File: config.mk
export PLATFORM = sky130hd
export DESIGN_NAME = vc3_ctrl
export DESIGN_NICKNAME = d
export VERILOG_FILES = /design/src/rtl/assert_macros.svh /design/src/rtl/vc3_pkg.sv /design/src/rtl/vc3_ctrl.sv
export SDC_FILE = /design/constraint.sdc
export NUM_CORES = 1
export LEC_CHECK = 0
export ABC_AREA = 0
export BUFFER_PORTS_ARGS = -buffer_cell sky130_fd_sc_hd__buf_4
export CORE_AREA = 10 10 47 49
export CTS_CLUSTER_SIZE = 12
export DETAILED_ROUTE_END_ITERATION = 6
export DIE_AREA = 0 0 57 59
export GPL_ROUTABILITY_DRIVEN = 0
export PLACE_DENSITY_LB_ADDON = 0.12
export SETUP_SLACK_MARGIN = 0.02
export SLEW_MARGIN = 20
export SYNTH_ARGS = -nofsm -noshare
export SYNTH_HDL_FRONTEND = slang
export SYNTH_SLANG_ARGS = --single-unit
File: constraint.sdc
create_clock -name clk -period 1.25 [get_ports clk]
set_clock_uncertainty 0.1 [all_clocks]
set_input_delay 0.125 -clock clk [delete_from_list [all_inputs] [get_ports clk]]
set_output_delay 0.125 -clock clk [all_outputs]
set_load 0.05 [all_outputs]
File: src/rtl/assert_macros.svh
// Assertion macros shared by the volume convolution RTL.
// Each macro expands to a labeled concurrent assertion, or to nothing when ASSERT_OFF is set.
`ifndef ASSERT_MACROS_SVH
`define ASSERT_MACROS_SVH
`ifndef ASSERT_OFF
`define ASSERT_IMPLY(lbl, clk, rst, ante, cons, msg) \
  lbl: assert property (@(posedge clk) disable iff (rst) (ante) |-> (cons)) else $error(msg);
`define ASSERT_NEXT(lbl, clk, rst, ante, cons, msg) \
  lbl: assert property (@(posedge clk) disable iff (rst) (ante) |=> (cons)) else $error(msg);
`define ASSERT_NEVER(lbl, clk, rst, cond, msg) \
  lbl: assert property (@(posedge clk) disable iff (rst) !(cond)) else $error(msg);
`else
`define ASSERT_IMPLY(lbl, clk, rst, ante, cons, msg)
`define ASSERT_NEXT(lbl, clk, rst, ante, cons, msg)
`define ASSERT_NEVER(lbl, clk, rst, cond, msg)
`endif
`endif

File: src/rtl/vc3_pkg.sv
// Shared constants, types and helper functions for the 3x3x3 volume convolution.
// Used by the controller, the datapath and the top level; depends on nothing.
`timescale 1ns / 1ps
package vc3_pkg;

  localparam int DIM_MAX       = 16;
  localparam int KERNEL_RADIUS = 1;
  localparam int KSIDE         = 2 * KERNEL_RADIUS + 1;
  localparam int KTAPS         = KSIDE * KSIDE * KSIDE;
  localparam int VOXELS        = DIM_MAX * DIM_MAX * DIM_MAX;

  // Field widths fixed by the interface.
  localparam int CMD_W    = 2;
  localparam int COORD_W  = 4;
  localparam int TAP_W    = 5;
  localparam int SIZE_W   = 5;
  localparam int SAMPLE_W = 16;
  localparam int RESULT_W = 36;
  localparam int PROD_W   = 2 * SAMPLE_W;

  // Derived internal widths.
  localparam int CW     = $clog2(DIM_MAX);
  localparam int VOX_AW = 3 * CW;
  localparam int KT_W   = $clog2(KTAPS);
  localparam int KOFF_W = $clog2(KSIDE);
  localparam int NB_W   = SIZE_W + 1;

  localparam int PADDR_W = 4;
  localparam int PDATA_W = 32;

  typedef enum logic [CMD_W-1:0] {
    CMD_LOAD    = 2'd0,
    CMD_WRITE   = 2'd1,
    CMD_COMPUTE = 2'd2,
    CMD_NONE    = 2'd3
  } cmd_code_t;

  typedef enum logic [1:0] {
    REG_SIZE_X    = 2'd0,
    REG_SIZE_Y    = 2'd1,
    REG_SIZE_Z    = 2'd2,
    REG_PAD_LEVEL = 2'd3
  } reg_idx_t;

  typedef enum logic [2:0] {
    ST_IDLE,
    ST_DECODE,
    ST_RUN,
    ST_DRAIN,
    ST_FINISH
  } vc3_state_t;

  // Commands from the controller to the datapath.
  typedef struct packed {
    logic capture;
    logic clear_acc;
    logic issue;
    logic wr_kernel;
    logic wr_voxel;
    logic finish;
    logic fin_status;
  } ctrl_cmd_t;

  // Status from the datapath to the controller.
  typedef struct packed {
    cmd_code_t cmd;
    logic      coord_err;
    logic      tap_err;
    logic      last_tap;
    logic      busy;
    logic      out_free;
  } dp_status_t;

  // A size register above DIM_MAX acts as DIM_MAX.
  function automatic logic [SIZE_W-1:0] eff_size(input logic [SIZE_W-1:0] s);
    logic [SIZE_W-1:0] lim;
    lim = SIZE_W'(DIM_MAX);
    return (s > lim) ? lim : s;
  endfunction

endpackage

File: src/rtl/vc3_ctrl.sv
// Controller state machine for the volume convolution: accepts items and sequences
// the datapath through decode, tap issue, pipeline drain and result hand-off. Uses vc3_pkg.
`timescale 1ns / 1ps
module vc3_ctrl (
  input  logic                clk,
  input  logic                rst,
  input  logic                in_valid,
  output logic                in_stall,
  input  vc3_pkg::dp_status_t st,
  output vc3_pkg::ctrl_cmd_t  cmd
);
  import vc3_pkg::*;

  vc3_state_t state, state_next;
  logic       err, err_next;

  always_ff @(posedge clk) begin
    if (rst) begin
      state <= ST_IDLE;
      err   <= 1'b0;
    end else begin
      state <= state_next;
      err   <= err_next;
    end
  end

  always_comb begin
    state_next = state;
    err_next   = err;
    cmd        = '0;
    in_stall   = 1'b1;
    case (state)
      ST_IDLE: begin
        in_stall = 1'b0;
        if (in_valid) begin
          cmd.capture = 1'b1;
          state_next  = ST_DECODE;
        end
      end
      ST_DECODE: begin
        // The accumulator is cleared for every item so that non-compute items report zero.
        cmd.clear_acc = 1'b1;
        err_next      = 1'b0;
        state_next    = ST_FINISH;
        case (st.cmd)
          CMD_LOAD: begin
            if (st.tap_err) begin
              err_next = 1'b1;
            end else begin
              cmd.wr_kernel = 1'b1;
            end
          end
          CMD_WRITE: begin
            if (st.coord_err) begin
              err_next = 1'b1;
            end else begin
              cmd.wr_voxel = 1'b1;
            end
          end
          CMD_COMPUTE: begin
            if (st.coord_err) begin
              err_next = 1'b1;
            end else begin
              state_next = ST_RUN;
            end
          end
          default: begin
            err_next = 1'b1;
          end
        endcase
      end
      ST_RUN: begin
        cmd.issue = 1'b1;
        if (st.last_tap) begin
          state_next = ST_DRAIN;
        end
      end
      ST_DRAIN: begin
        if (!st.busy) begin
          state_next = ST_FINISH;
        end
      end
      ST_FINISH: begin
        if (st.out_free) begin
          cmd.finish     = 1'b1;
          cmd.fin_status = err;
          state_next     = ST_IDLE;
        end
      end
      default: begin
        state_next = ST_IDLE;
      end
    endcase
  end

endmodule

==> metrics.md, run 1 <==
| Metric | Value |
|---|---|
| Required arrival time at the worst endpoint | 1.02 ns |
| Via count | 390 |
| Antenna Diode Count | 0 |
| DP HPWL | 785 um |
| Area growth, synth to finish | 112% |
| Relative slew slack | 78.6% |
| Status | finished with violations |
| Root Buffer | clkbuf_4 |
| Slowest stage delay, CP | 0.38 ns |
| Post-route ant nets | 0 |
| RSZ-0062 raised after global routing | true |
| Final worst-path cycle share | 118% |
| Fill cell count | 144 |
| Critical Path AT | 1.25 ns |
| Multi-input gate area in the final layout | 280 sq um |
| Element type at the critical path start | flip-flop |
| Critical Path End Type | output port |
| Worst-Skew Late Latency | 0.25 ns |
| Critical path's top delay family | simple AND/OR/NAND/NOR gates |
| Synth Net Count | 51 |
| DR WL/cell | 12.9 um |
| Drt drc | 0 |
| Die H | 59 um |
| Post-synthesis cell count | 37 |
| Max-cap viol count | 0 |
| Critical path type | flip-flop to output port |
| Sequential share of the synthesized area | 23.8% |
| HP Start | st[1] |
| Synth top area share | 23.8% |
| Die ar. | 3360 sq um |
| FP Rows | 14 |
| Maximum fanout along the worst path | 6 |
| Drt pass-1 iters | 3 |
| CTS Buf Count | 3 |
| Chip Width | 57 um |
| Final worst slack | -0.223 ns |
| PortBufs | 17 |
| Final wirelength | 1100 um |
| CP bufs+invs | 1 |
| Setup TNS Final | -1.23 ns |
| Layout cells sized above 1 | 69.6% |
| All-layer global routing usage | 6.39% |
| Leading area contributor after synthesis | dfxtp_1 |
| H-tree depth | 1 |
| Worst Max-Slew Pin Slew | 0.321 ns |
| Pwr/cell area | 852 nW/um^2 |
| Synthesized area | 337 sq um |
| Maximum VDD drop | 427 uV |
| Iter 0 DRT Violations | 7 |
| HP Class | input pin to flip-flop |
| CP startpoint | state[0] |
| Final setup fails | 8 |
| Synth warn | 0 |
| Register area | 91.3 sq um |
| Core ar. | 1400 sq um |
| Leakage | 0.000334 uW |
| Number of global-route vias before repair | 421 |
| Starting density of the core | 24.0% |
| Critical path, cell by cell | nor3b_4, and3b_2, buf_6 |
| Via/cell ratio | 4.59 |
| RR Startpoint | state[0] |
| Register clock-pin slew on the reported worst setup and hold paths | 0.03 ns |
| I/O Pins | 18 |
| Failing checks | setup timing |
| Synth unique cells | 23 |
| Fmax | 679 MHz |
| Clock buffer depth | 2 |
| Largest cells by area after synthesis | dfxtp_1 (24%), ha_1 (15%), nor3b_4 (5.6%) |
| First-pass GRT wire length | 1660 um |
| Critical path's slowest cell | dfxtp_4 |
| Average size of a mapped cell | 9.10 sq um |
| Initial antenna violation count | 0 |
| Max-slew violations | 0 |
| Tmin final | 1.47 ns |
| Overall power | 607 uW |
| Largest net degree at the start of global routing | 7 |
| CTS tree | built |
| CTS Sinks | 4 |
| Synth Register Bits | 4 |
| Final Hold Fails | 0 |
| Dpl ws | -0.0634 ns |
| Gr ovfl total | 0 |
| Nets | 85 |
==> registers in the layout (all words and copies together) (netlist names) <==
signal and cells:
state 3, err 1
==> Yosys cell counts <==
master	instances
or3_1	1
or2b_1	1
a211oi_2	1
nor3b_4	1
a211oi_1	1
and3b_1	2
a2111oi_2	1
buf_6	1
nand2_1	2
nor2_1	4
a221oi_1	1
and2_1	1
nor2b_1	1
dfxtp_1	4
buf_4	1
inv_1	3
nand3_1	1
nor3_1	1
a22oi_1	1
nor3b_1	2
ha_1	4
o32ai_1	1
and3_1	1
==> repair_timing <==
action                                 4_1_cts  5_1_grt
cloned                                       0        0
hold buffers                                 2        0
resized for setup                           18        8
setup endpoints to repair                    9       10
setup buffers                                4        3
pin swaps                                    2        5
endpoints found under the hold margin        4        0
==> path summary, 6_finish.rpt <==
check	to	slack, ns	cells after the start
worst min-delay path	state[0]	0.10	3
worst max-delay path	cmd[2]	-0.22	3
worst min register to register	state[0]	0.40	1
worst max register to register	state[1]	0.05	4
==> final cells by class <==
cell class                      instances  area share, %
Clock buffer                            3           3.16
Inverter                                3           1.58
Multi-Input combinational cell         28           39.4
Sequential cell                         4           12.8
Tap cell                               16           2.81
Timing Repair Buffer                   31           40.2
==> cell usage in the layout, fill, tap and decap left out, types with 3 or more instances in the layout <==
master    count
buf_8         4
inv_1         3
clkbuf_4      3
buf_4        20
ha_1          4
dfxtp_4       3
buf_6         5
==> worst min-delay path, stage by stage <==
cell       delay [ns]
buf_4            0.12
nand2_1          0.09
a2111oi_2        0.07
==> stage by stage <==
stage,hold WS (ns),area (sq um),utilization (%),cells
after floorplan,0.0935,364,-,37
after global placement,0.239,542,38.7,75
after detailed placement,0.243,542,38.7,75
after CTS,0.103,669,47.8,83
after global routing,0.115,712,50.8,85
final,0.103,712,50.8,85
==> metal layers <==
layer	GRT usage [%]	vias up	share of wire (%)
li1	-	198	-
met1	6.39	173	37
met2	8.99	14	49
met3	2.58	5	8.1
met4	8.05	0	4.9
met5	0	-	0
==> report_power, final <==
part | internal (uW) | leakage, uW | switching, uW
logic | 145 | 0.000285 | 139
registers | 138 | 0.0000349 | 16.7
clock network | 108 | 0.0000138 | 60.1
==> cell families after synthesis <==
logic type	count (synthesis)	share of synthesized area, %
buffers and inverters	5	8.92
DFF	4	23.8
AOI/OAI and AO/OA	6	17.8
adders and majority gates	4	14.9
and+or+nand+nor	18	34.6
Power figures use the tool's default switching activity.
==> run 2: changes to the inputs <==
--- a/config.mk
+++ b/config.mk
@@ -12,6 +12,7 @@
 export DETAILED_ROUTE_END_ITERATION = 6
 export DIE_AREA = 0 0 57 59
 export GPL_ROUTABILITY_DRIVEN = 0
+export HOLD_SLACK_MARGIN = 0.08
 export PLACE_DENSITY_LB_ADDON = 0.12
 export SETUP_SLACK_MARGIN = 0.02
 export SLEW_MARGIN = 20
==> constraint.sdc (replaced) <==
create_clock -name clk -period 1.5 [get_ports clk]
set_clock_uncertainty 0.1 [all_clocks]
set_input_delay 0.15 -clock clk [delete_from_list [all_inputs] [get_ports clk]]
set_output_delay 0.15 -clock clk [all_outputs]
set_load 0.05 [all_outputs]
==> metrics.md, run 2 (synthesized netlist as in run 1, its figures left out) <==
| Metric | Value |
|---|---|
| FP Rows | 14 (unchanged) |
| I/O Pins | 18 (unchanged) |
| Dpl ws | 0.115 ns (+0.178 ns) |
| Maximum fanout along the worst path | 6 (unchanged) |
| Final wirelength | 977 um (-11%) |
| PortBufs | 17 (unchanged) |
| Via/cell ratio | 4.60 (+0.31%) |
| Critical path, cell by cell | or3_4, nor2_4, buf_8 |
| Largest registers | state (3), err (1) |
| Register clock-pin slew on the reported worst setup and hold paths | 0.04 ns (about the same) |
| Fmax | 670 MHz |
| Final setup fails | 0 (-8) |
| Critical path type | flip-flop to output port |
| Design Area, Final | 604 sq um (-15%) |
| Most frequent cells in the layout | buf_4 (18), ha_1 (4) |
| Setup TNS Final | 0 ns (+1.23 ns) |
| Core ar. | 1400 sq um (unchanged) |
| Nets | 78 (-8.2%) |
| DP HPWL | 741 um (-5.7%) |
| Antenna Diode Count | 0 (unchanged) |
| Critical Path AT | 1.24 ns (about the same) |
| Chip Width | 57 um (unchanged) |
| HP Class | input pin to flip-flop |
| RSZ-0062 raised after global routing | true |
| Critical path's slowest cell | or3_4 |
| Layout cells sized above 1 | 59.7% (-9.9 points) |
| Max-slew violations | 0 (unchanged) |
| CTS tree | built |
| Number of global-route vias before repair | 399 (-5.2%) |
| Starting density of the core | 24.0% (unchanged) |
| Fin util | 43.1% (-7.7 points) |
| Overall power | 454 uW (-25%) |
| Initial antenna violation count | 0 (unchanged) |
| Final Hold Fails | 0 (unchanged) |
| Required arrival time at the worst endpoint | 1.25 ns (+0.23 ns) |
| Maximum VDD drop | 262 uV (-39%) |
| Critical Path End Type | output port |
| Largest Register | state |
| Final worst-path cycle share | 99.5% |
| CP bufs+invs | 1 (unchanged) |
| First-pass GRT wire length | 1680 um (+0.84%) |
| Critical path's top delay family | simple AND/OR/NAND/NOR gates |
| Iter 0 DRT Violations | 8 (+1) |
| All-layer global routing usage | 6.47% (+0.086 points) |
| Status | completed |
| Worst-Skew Late Latency | 0.23 ns (-0.02 ns) |
| H-tree depth | 1 (unchanged) |
| Area growth, synth to finish | 79.6% |
| Leakage | 0.000286 uW (-14%) |
| CTS Buf Count | 3 (unchanged) |
| DR WL/cell | 12.5 um (-3.2%) |
| Drt drc | 0 (unchanged) |
| Pwr/cell area | 751 nW/um^2 (-12%) |
| Max reg flops | 3 (unchanged) |
| Fill cell count | 151 (+4.9%) |
| Placed Area | 493 sq um (-9.0%) |
| Root Buffer | clkbuf_4 |
| CTS Sinks | 4 (unchanged) |
| Worst Max-Slew Pin Slew | 0.369 ns (+0.0476 ns) |
| Largest net degree at the start of global routing | 7 (unchanged) |
| Post-route ant nets | 0 (unchanged) |
| Tmin final | 1.49 ns |
| Clock buffer depth | 2 (unchanged) |
| Die H | 59 um (unchanged) |
| Slowest stage delay, CP | 0.41 ns (+0.03 ns) |
| Element type at the critical path start | flip-flop |
| Commonest non-fill, non-tap cell in the layout | buf_4 |
| Via count | 359 (-7.9%) |
| Relative slew slack | 75.4% (-3.2 points) |
| Die ar. | 3360 sq um (unchanged) |
| Final worst slack | 0.00762 ns (+0.231 ns) |
| Max-cap viol count | 0 (unchanged) |
| Gr ovfl total | 0 (unchanged) |
| Drt pass-1 iters | 4 (+1) |
==> run 2: per-layer routing <==
metal / wire, um / GRT usage, %
met1: 418 / 6.27
met2: 495 / 9.46
met3: 63 / 3.22
met4: 0 / 7.05
met5: 0 / 0
==> run 2: cell type report <==
| cell class | instances | area, sq um | share of cell area (%) |
|---|---|---|---|
| Clock buffer | 3 | 22.5 | 3.73 |
| Inverter | 3 | 11.3 | 1.86 |
| Multi-Input combinational cell | 28 | 248 | 41.0 |
| Sequential cell | 4 | 91.3 | 15.1 |
| Tap cell | 16 | 20.0 | 3.31 |
| Timing Repair Buffer | 24 | 211 | 35.0 |
==> run 2: path summary, 6_finish.rpt <==
check,start,endpoint,slack [ns],cells past startpoint
worst max-delay path,state[0],cmd[6],0.008,3
worst min-delay path,st[1],state[0],0.12,3
worst max register to register,state[1],state[0],0.31,4
worst min register to register,state[2],state[1],0.37,1
==> run 2: worst min-delay path, stage by stage <==
cell	delay [ns]
buf_4	0.11
nand2_1	0.09
a2111oi_2	0.07
==> run 2: power by group <==
group | leakage [uW] | switching (uW) | internal (uW) | total, uW
clock | 0.0000138 | 44.9 | 89.6 | 134
combinational | 0.000237 | 104 | 88.4 | 192
sequential | 0.0000349 | 11.5 | 115 | 127
==> run 2: repair_timing <==
action	in CTS	in global routing
hold buffers	2	0
hold endpoints to repair	4	0
setup buffers	3	0
pin swaps	1	2
resized for setup	11	3
endpoints found under the setup margin	6	4
==> run 2: per-stage QoR <==
| stage | hold slack, ns | cells |
|---|---|---|
| after floorplan | 0.115 | 37 |
| after global placement | 0.266 | 70 |
| after detailed placement | 0.263 | 70 |
| after CTS | 0.115 | 78 |
| after global routing | 0.136 | 78 |
| final | 0.121 | 78 |
==> run 3: changes to the inputs <==
--- a/config.mk
+++ b/config.mk
@@ -8,6 +8,7 @@
 export ABC_AREA = 0
 export BUFFER_PORTS_ARGS = -buffer_cell sky130_fd_sc_hd__buf_4
 export CORE_AREA = 10 10 47 49
+export CTS_BUF_LIST = sky130_fd_sc_hd__clkbuf_2
 export CTS_CLUSTER_SIZE = 12
 export DETAILED_ROUTE_END_ITERATION = 6
 export DIE_AREA = 0 0 57 59
@@ -15,7 +16,6 @@
 export HOLD_SLACK_MARGIN = 0.08
 export PLACE_DENSITY_LB_ADDON = 0.12
 export SETUP_SLACK_MARGIN = 0.02
-export SLEW_MARGIN = 20
 export SYNTH_ARGS = -nofsm -noshare
 export SYNTH_HDL_FRONTEND = slang
 export SYNTH_SLANG_ARGS = --single-unit
==> metrics.md, run 3 (synthesized netlist as in run 1, its figures left out) <==
| Metric | Value |
|---|---|
| Max-cap viol count | 0 (unchanged) |
| H-tree depth | 1 (unchanged) |
| CTS Buf Count | 3 (unchanged) |
| Largest registers | state (3), err (1) |
| Critical path type | flip-flop to output port |
| Gr ovfl total | 0 (unchanged) |
| Largest Register | state |
| Area growth, synth to finish | 77.7% |
| Multi-input gate area in the final layout | 248 sq um (unchanged) |
| Iter 0 DRT Violations | 8 (unchanged) |
| RSZ-0062 raised after global routing | true |
| Commonest non-fill, non-tap cell in the layout | buf_4 |
| Initial antenna violation count | 0 (unchanged) |
| Status | completed |
| HP Class | input pin to flip-flop |
| PortBufs | 17 (unchanged) |
| DR WL/cell | 12.4 um (-0.66%) |
| Via/cell ratio | 4.56 (-0.99%) |
| Overall power | 421 uW (-7.2%) |
| Final Hold Fails | 0 (unchanged) |
| Critical Path End Type | output port |
| Cell internal pwr | 258 uW (-12%) |
| CTS tree | built |
| Starting density of the core | 24.0% (unchanged) |
| Post-route ant nets | 0 (unchanged) |
| Die H | 59 um (unchanged) |
| Register clock-pin slew on the reported worst setup and hold paths | 0.05 ns (about the same) |
| Element type at the critical path start | flip-flop |
| Design Area, Final | 598 sq um (-1.0%) |
| Leakage | 0.000288 uW (+0.72%) |
| Sequential share of power | 30.3% (+2.4 points) |
| Via count | 360 (+0.28%) |
| Net Sw Power | 163 uW (+1.5%) |
| WHS | 0.148 ns (+0.0275 ns) |
| CTS Sinks | 4 (unchanged) |
| Tmin final | 1.48 ns (-0.0167 ns) |
| Max reg flops | 3 (unchanged) |
| Worst-Skew Late Latency | 0.21 ns (-0.02 ns) |
| Clock buffer depth | 2 (unchanged) |
| Largest net degree at the start of global routing | 10 (+3) |
| DP HPWL | 741 um (unchanged) |
| Drt pass-1 iters | 4 (unchanged) |
| First-pass GRT wire length | 1630 um (-2.9%) |
| Number of global-route vias before repair | 393 (-1.5%) |
| Maximum fanout along the worst path | 5 (-1) |
| Core ar. | 1400 sq um (unchanged) |
| Fill cell count | 156 (+3.3%) |
| Critical Path AT | 1.23 ns (about the same) |
| Relative slew slack | 75.3% (-0.077 points) |
| Nets | 79 (+1.3%) |
| Final setup fails | 0 (unchanged) |
| Placed Area | 493 sq um (unchanged) |
| Switching share of power | 38.7% (+3.3 points) |
| Most frequent cells in the layout | buf_4 (18), ha_1 (4), clkbuf_2 (4) |
| Maximum VDD drop | 277 uV (+5.8%) |
| Required arrival time at the worst endpoint | 1.25 ns (about the same) |
| Logic pwr share | 46.0% (+3.6 points) |
| Antenna Diode Count | 0 (unchanged) |
| Worst Max-Slew Pin Slew | 0.370 ns (+0.00116 ns) |
| Share of total power in the clock network | 23.7% (-5.9 points) |
| Max-slew violations | 0 (unchanged) |
| FP Rows | 14 (unchanged) |
| Fmax | 678 MHz (+1.1%) |
| Layout cells sized above 1 | 60.3% (+0.64 points) |
| Die ar. | 3360 sq um (unchanged) |
| Final wirelength | 983 um (+0.61%) |
| Drt drc | 0 (unchanged) |
| Register area | 91.3 sq um (unchanged) |
| Placed cells | 70 (unchanged) |
| Post-Layout Cell Count | 79 (+1.3%) |
| Final worst-path cycle share | 98.4% (-1.1 points) |
| Pwr/cell area | 704 nW/um^2 (-6.2%) |
| I/O Pins | 18 (unchanged) |
| Fin util | 42.7% (-0.45 points) |
| Root Buffer | clkbuf_2 |
| Chip Width | 57 um (unchanged) |
| All-layer global routing usage | 6.26% (-0.22 points) |
==> run 3: cell types whose count changed in the layout (fill, tap and decap cells not counted) <==
| cell | change |
|---|---|
| clkbuf_2 | +4 |
| clkbuf_4 | -3 |
| buf_6 | +1 |
| buf_8 | -1 |
==> run 3: worst paths after layout <==
kind,slack [ns],end,cells past startpoint,startpoint
max,0.02,cmd[6],3,state[1]
min,0.15,state[2],3,st[4]
max reg2reg,0.30,state[0],4,state[1]
min reg2reg,0.38,state[1],1,state[2]
==> run 3: power by group through the flow <==
stage | combinational [uW] | clock (uW) | sequential, uW
final | 194 | 99.8 | 128
after CTS | 185 | 107 | 130
after detailed placement | 164 | 0 | 133
after floorplan | 115 | 0 | 126
after global placement | 164 | 0 | 134
after global routing | 207 | 114 | 129
==> run 3: area by class of cell <==
type,instances,area share (%)
Tap cell,16,3.35
Sequential cell,4,15.3
Inverter,3,1.88
Timing Repair Buffer,25,35.6
Multi-Input combinational cell,28,41.4
Clock buffer,3,2.51
==> run 3: worst max-delay path: stages, from the launching register on <==
cell	delay [ns]
dfxtp_4	0.36
or3_4	0.41
nor2_4	0.10
buf_8	0.15
==> run 3: metrics by stage <==
stage,worst slack [ns],TNS [ns]
2_1_floorplan,-0.263,-0.799
4_1_cts,0.0103,0
5_1_grt,-0.0235,-0.0304
3_5_place_dp,0.115,0
3_3_place_gp,0.123,0
6_report,0.0243,0
==> run 3: timing repair <==
| action | in CTS | in global routing |
|---|---|---|
| endpoints found under the hold margin | 4 | 0 |
| endpoints found under the setup margin | 5 | 5 |
| gates cloned | 0 | 0 |
| gates resized for setup | 11 | 2 |
| pin swaps | 1 | 1 |
| hold buffers | 2 | 0 |
| buffers inserted | 2 | 2 |
==> run 3: layer usage <==
layer | global-route usage, % | routed length [um]
met5 | 0 | 0
met4 | 7.05 | 0
met3 | 3.22 | 63
met2 | 8.99 | 479
met1 | 6.04 | 440
